### src/hw/rtl/prefix_mass_spectrum_scorer_macros.svh
// Assertion macros shared by the scorer RTL.
`ifndef PREFIX_MASS_SPECTRUM_SCORER_MACROS_SVH
`define PREFIX_MASS_SPECTRUM_SCORER_MACROS_SVH

// Same-cycle implication, disabled during reset.
`define PMSS_ASSERT_NOW(label, clk, rst_n, ante, cons) \
  label: assert property (@(posedge clk) disable iff (!rst_n) (ante) |-> (cons)) \
    else $error("pmss assertion failed");

// Next-cycle implication, disabled during reset.
`define PMSS_ASSERT_NEXT(label, clk, rst_n, ante, cons) \
  label: assert property (@(posedge clk) disable iff (!rst_n) (ante) |=> (cons)) \
    else $error("pmss assertion failed");

`endif

### src/hw/rtl/pmss_pkg.sv
// Package: types, constants and residue mass table for the mass spectrum scorer.
package pmss_pkg;

  localparam int unsigned MAX_MASS_BINS = 4096;
  localparam int unsigned BIN_W         = $clog2(MAX_MASS_BINS);
  localparam int unsigned SCORE_W       = 32;
  localparam int unsigned ENTRY_W       = SCORE_W + 1;
  localparam int unsigned MASS_W        = 13;
  localparam int unsigned ACC_W         = 48;
  localparam int unsigned AA_W          = 8;
  localparam int unsigned LEN_W         = 13;

  localparam logic [MASS_W-1:0] MASS_MAX = '1;
  localparam logic [ACC_W-1:0]  ACC_MAX  = {1'b0, {(ACC_W-1){1'b1}}};
  localparam logic [ACC_W-1:0]  ACC_MIN  = {1'b1, {(ACC_W-1){1'b0}}};

  localparam logic REQ_LOAD    = 1'b0;
  localparam logic REQ_RESIDUE = 1'b1;

  localparam logic REG_SPECTRUM_LENGTH = 1'b0;

  typedef struct packed {
    logic              vld;
    logic              add;
    logic              last;
    logic [MASS_W-1:0] mass;
    logic              movf;
  } stage_t;

  typedef struct packed {
    logic              vld;
    logic [ACC_W-1:0]  score;
    logic [MASS_W-1:0] mass;
    logic              sat;
  } result_t;

  function automatic logic [AA_W-1:0] aa_mass(input logic [7:0] c);
    logic [AA_W-1:0] m;
    case (c)
      "G": m = 8'd57;
      "A": m = 8'd71;
      "S": m = 8'd87;
      "P": m = 8'd97;
      "V": m = 8'd99;
      "T": m = 8'd101;
      "C": m = 8'd160;
      "I": m = 8'd113;
      "L": m = 8'd113;
      "N": m = 8'd114;
      "D": m = 8'd115;
      "Q": m = 8'd128;
      "K": m = 8'd128;
      "E": m = 8'd129;
      "M": m = 8'd131;
      "H": m = 8'd137;
      "F": m = 8'd147;
      "R": m = 8'd156;
      "Y": m = 8'd163;
      "W": m = 8'd186;
      default: m = '0;
    endcase
    return m;
  endfunction

endpackage

### src/hw/rtl/pmss_accum.sv
// Saturating Q32.16 score accumulator with per-peptide overflow tracking.
`include "prefix_mass_spectrum_scorer_macros.svh"

module pmss_accum (
  input  logic                           clk,
  input  logic                           rst_n,
  input  logic                           adv,
  input  pmss_pkg::stage_t               s2,
  input  logic [pmss_pkg::ENTRY_W-1:0]   rd,
  output pmss_pkg::result_t              res
);

  logic [pmss_pkg::ACC_W-1:0] acc_r;
  logic [pmss_pkg::ACC_W-1:0] acc_nxt;
  logic                       sovf_r;
  logic                       sovf_nxt;
  logic [pmss_pkg::ACC_W:0]   sum;
  logic [pmss_pkg::ACC_W:0]   addend;
  logic                       pos_ovf;
  logic                       neg_ovf;
  logic [pmss_pkg::ACC_W-1:0] score;

  always_comb begin
    addend = s2.add ? {{(pmss_pkg::ACC_W + 1 - pmss_pkg::ENTRY_W){rd[pmss_pkg::ENTRY_W-1]}}, rd}
                    : '0;
    sum     = {acc_r[pmss_pkg::ACC_W-1], acc_r} + addend;
    pos_ovf = !sum[pmss_pkg::ACC_W] && sum[pmss_pkg::ACC_W-1];
    neg_ovf = sum[pmss_pkg::ACC_W] && !sum[pmss_pkg::ACC_W-1];
    if (pos_ovf) begin
      score = pmss_pkg::ACC_MAX;
    end else if (neg_ovf) begin
      score = pmss_pkg::ACC_MIN;
    end else begin
      score = sum[pmss_pkg::ACC_W-1:0];
    end
    acc_nxt  = acc_r;
    sovf_nxt = sovf_r;
    if (adv && s2.vld) begin
      acc_nxt  = s2.last ? '0 : score;
      sovf_nxt = s2.last ? 1'b0 : (sovf_r | pos_ovf | neg_ovf);
    end
    res.vld   = s2.vld && s2.last;
    res.score = score;
    res.mass  = s2.mass;
    res.sat   = s2.movf | sovf_r | pos_ovf | neg_ovf;
  end

  always_ff @(posedge clk) begin
    if (!rst_n) begin
      acc_r  <= '0;
      sovf_r <= 1'b0;
    end else begin
      acc_r  <= acc_nxt;
      sovf_r <= sovf_nxt;
    end
  end

  `PMSS_ASSERT_NEXT(a_acc_clear, clk, rst_n, adv && s2.vld && s2.last, acc_r == '0 && !sovf_r)
  `PMSS_ASSERT_NEXT(a_acc_hold, clk, rst_n, !adv, $stable(acc_r) && $stable(sovf_r))
  `PMSS_ASSERT_NOW(a_sat_flag, clk, rst_n, s2.vld && (s2.movf || sovf_r), res.sat)

endmodule

### config.mk
export PLATFORM = sky130hd
export DESIGN_NAME = pmss_accum
export DESIGN_NICKNAME = d
export VERILOG_FILES = /design/src/hw/rtl/pmss_pkg.sv /design/src/hw/rtl/pmss_accum.sv
export VERILOG_INCLUDE_DIRS = /design/src /design/src/hw/rtl
export SDC_FILE = /design/constraint.sdc
export NUM_CORES = 1
export LEC_CHECK = 0
export BUFFER_PORTS_ARGS = -buffer_cell sky130_fd_sc_hd__buf_4
export CORE_MARGIN = 2
export CORE_UTILIZATION = 40
export CTS_CLUSTER_DIAMETER = 80
export DETAILED_ROUTE_END_ITERATION = 8
export SLEW_MARGIN = 20
export SYNTH_ARGS = -nofsm -noshare
export SYNTH_HDL_FRONTEND = slang
export SYNTH_SLANG_ARGS = --single-unit
### constraint.sdc
create_clock -name clk -period 4.6 [get_ports clk]
set_input_delay 0.46 -clock clk [delete_from_list [all_inputs] [get_ports clk]]
set_output_delay 0.46 -clock clk [all_outputs]
set_load 0.01 [all_outputs]
==> flow_metrics.tcl <==
set metrics [dict create \
    port_buffers 89 \
    max_cap_violations 0 \
    fmax_mhz 231.9 \
    wl_met1_mm 8.984 \
    setup_violations 0 \
    fp-row-count 43 \
    netlist_area_sq_um 5712 \
    grt_first_pass_wirelength_mm 30.53 \
    cpLargestDelayFamily "compound AO/OA/AOI/OAI gates" \
    die-area_sq_um 15250 \
    r2r_cells 12 \
    slowest_delay_ns 0.47 \
    worst_path_most_repeated_cell "o211ai_1" \
    wirelength_mm 19.51 \
    grt_pass1_vias 5800 \
    drc_errors 0 \
    hpwlAfterDp_mm 14.81 \
    syn_to_final_growth_pct 17.17 \
    hold_viol_final 0 \
    min_path_type "reg -> reg" \
    clock_path_buffers 2 \
    fin_area_sq_um 6693 \
    worst_pin_slew_ns 0.7785 \
    ant_nets 0 \
    netSwitchingFraction 0.3505 \
    leakagePower_nw 2.840 \
    powerDensity_nw_per_um2 214.7 \
    placed_area_sq_um 6494 \
    cp_slowest_cell "o32ai_2" \
    rsz0062_at_grt "false" \
    cts_tree "yes" \
    dp_cells 996 \
    ir_worst_vdd_v 0.0001395 \
    fillerInstances 1445 \
    ys.flop_type "dfxtp_1" \
    seqCellArea_sq_um 980.9 \
    multi_input_area_sq_um 4345 \
    wl_met2_mm 9.049 \
    clkPwrFrac 0.299 \
    r2r_start "acc_r[12]" \
    syn-num-nets 856 \
    setup_ws_ns 0.2874 \
    cts_htree_levels 2 \
    hold_end "acc_r[21]" \
    yosysMostFrequentCell "a21oi_1" \
    worst_hold_slack_ns 0.4669 \
    die_y_um 123.5 \
    endpoint_kind "output port" \
    pwr-share-comb 0.371 \
    coreArea_sq_um 13930 \
    initial_core_util 0.4099 \
    crit_path_start_kind "input port" \
    synth_area_per_cell_sq_um 7.437 \
    clk_latency_ns 0.31 \
    fin_nets 915 \
    seqPwrFrac 0.330 \
    numCtsBuffers 5 \
    topRoutingLayerUsed "met4" \
    path_class "in -> out" \
    cts.sinks 49 \
    stdcell_count 1007 \
    crit_fanout 40 \
    worstPathRequired_ns 4.14 \
    drt_iter0_drc 381 \
    relSlewSlack 0.4744 \
    synth_edf_count 0 \
    maxSlewViolCount 0 \
    viasPerCell 6.080 \
    place_congestion 0.9222 \
    arrival_ns 3.85 \
    grt_overflow 0 \
    ys_top_cells_by_count "64 x a21oi_1, 61 x nand2_1, 57 x nor2_1" \
    wl_per_cell_um 19.38 \
    synth_cell_types 87 \
    grt_max_degree 41 \
    power.net_switching_w 0.0005037 \
    synthDominantCellAreaShare 0.1717 \
    yosys_register_bits 49 \
    met3RoutedLength_um 984 \
    yosys.area.top_type "dfxtp_1" \
    pre_cts_ws_ns 0.1386 \
    grtUsageTotal 0.2567 \
    netlist_instances 768 \
    min_period_ns 4.313 \
    holdCritStartpoint "acc_r[21]" \
    r2r_end "acc_r[29]" \
    antenna_found_initial 0 \
    drive_above_1_share 0.1911 \
    power.internal_w 0.0009331 \
    die_x_um 123.5 \
    finalSetupTns_ns 0 \
    dr.pass1.iters 5 \
    skew_ns 0.01057 \
    rrSetupSlack_ns 0.97 \
    num_io_pins 116 \
    critical_path.cell_chain "buf_6 > and2_1 > ha_1 > o211ai_1 > o211ai_1 > a21oi_1 > o32ai_2 > a211oi_4 > o31ai_2 > mux2_2 > xor2_1 > o21ai_0 > buf_4" \
    period_share 0.9375 \
    root_buffer "clkbuf_16" \
    worstHoldPathCells 2 \
    synth_seq_area_share 0.1717 \
    vias 6123 \
    status "finished clean" \
    synthArstFlopShare 0 \
    synth_area_leaders "dfxtp_1 17%, ha_1 7.4%, a21oi_1 5.6%" \
    num_antenna_cells 0 \
    clk_pin_slew_ns 0.07 \
    synth_warnings 0 \
    crit_buf_inv 2 \
]
[through the flow]
step	total power, W	util
3_3_place_gp	0.001002	0.4660
4_1_cts	0.001448	0.4775
6_report	0.001437	0.4803
2_1_floorplan	0.0008138	-
5_1_grt	0.001514	0.4803
3_5_place_dp	0.001009	0.4660
[cell families (layout without fill, tap and decap cells)]
| group | Yosys count | in the layout | share of synthesized area |
|---|---|---|---|
| xor+xnor | 46 | 46 | 0.07054 |
| fa+ha+maj | 60 | 60 | 0.1225 |
| flops | 49 | 49 | 0.1717 |
| simple gates | 268 | 268 | 0.2429 |
| mux | 5 | 5 | 0.008982 |
| buf+inv | 86 | 145 | 0.07273 |
| compound gates | 254 | 254 | 0.3106 |
[sequential cells by signal (all words and copies together) (netlist names)]
name / flops
sovf_r: 1
acc_r: 48
[per-layer routing]
layer	GRT usage	vias up
li1	-	2955
met2	0.4203	204
met1	0.3459	2932
met3	0.03782	32
met4	0.08239	0
met5	0	-
[layout make-up]
type,count,share of cell area
Multi-Input combinational cell,633,0.6493
Sequential cell,49,0.1466
Timing Repair Buffer,119,0.1359
Tap cell,180,0.03365
Clock buffer,5,0.01870
Inverter,19,0.01066
Clock inverter,2,0.005235
[worst max-delay path by stage]
| stage | start | to | cells past startpoint |
|---|---|---|---|
| after floorplan | s2[15] | res[30] | 15 |
| after global placement | s2[15] | res[56] | 13 |
| after detailed placement | s2[15] | res[57] | 13 |
| after CTS | s2[15] | res[57] | 13 |
| after global routing | s2[15] | res[57] | 13 |
| final | s2[15] | res[57] | 13 |
[timing repair]
item / CTS / global route
endpoints found under the setup margin: 0 / 32
gates resized for setup: 0 / 3
hold buffers: 0 / 0
buffers inserted: 0 / 4
[layout by cell type, fill, tap and decap left out, types with 7 or more instances in the layout]
cell / Yosys / routed
buf_4: 14 / 117
a21oi_1: 64 / 63
nand2_1: 61 / 61
nor2_1: 57 / 57
dfxtp_1: 49 / 49
o21ai_0: 46 / 45
and2_1: 36 / 36
ha_1: 34 / 34
xnor2_1: 32 / 32
nand3_1: 26 / 26
maj3_1: 22 / 22
a221o_1: 19 / 19
inv_1: 17 / 17
nor3_1: 16 / 15
nand4_1: 15 / 15
a22o_1: 15 / 15
a31oi_1: 14 / 14
xor2_1: 14 / 14
o211ai_1: 11 / 11
a21o_1: 10 / 10
nand2b_1: 9 / 9
o21ai_1: 6 / 7
and3_1: 7 / 7
[power by group through the flow]
stage	Sequential [W]	Combinational, W	Clock [W]
after floorplan	0.000457	0.000357	0
after global placement	0.000481	0.000520	0
after detailed placement	0.000482	0.000527	0
after CTS	0.000473	0.000530	0.000445
after global routing	0.000476	0.000580	0.000458
final	0.000474	0.000533	0.000430
[worst reg2reg max path: cells and delay by family, from the launching register on]
kind,cells,cell delay (ns)
AO/OA/AOI/OAI,8,2.31
buffers and inverters,2,0.42
adder cells (fa/ha/maj),1,0.39
flip-flops,1,0.32
AND/OR/NAND/NOR,1,0.05
No activity file was read; power rests on OpenSTA's default activity.
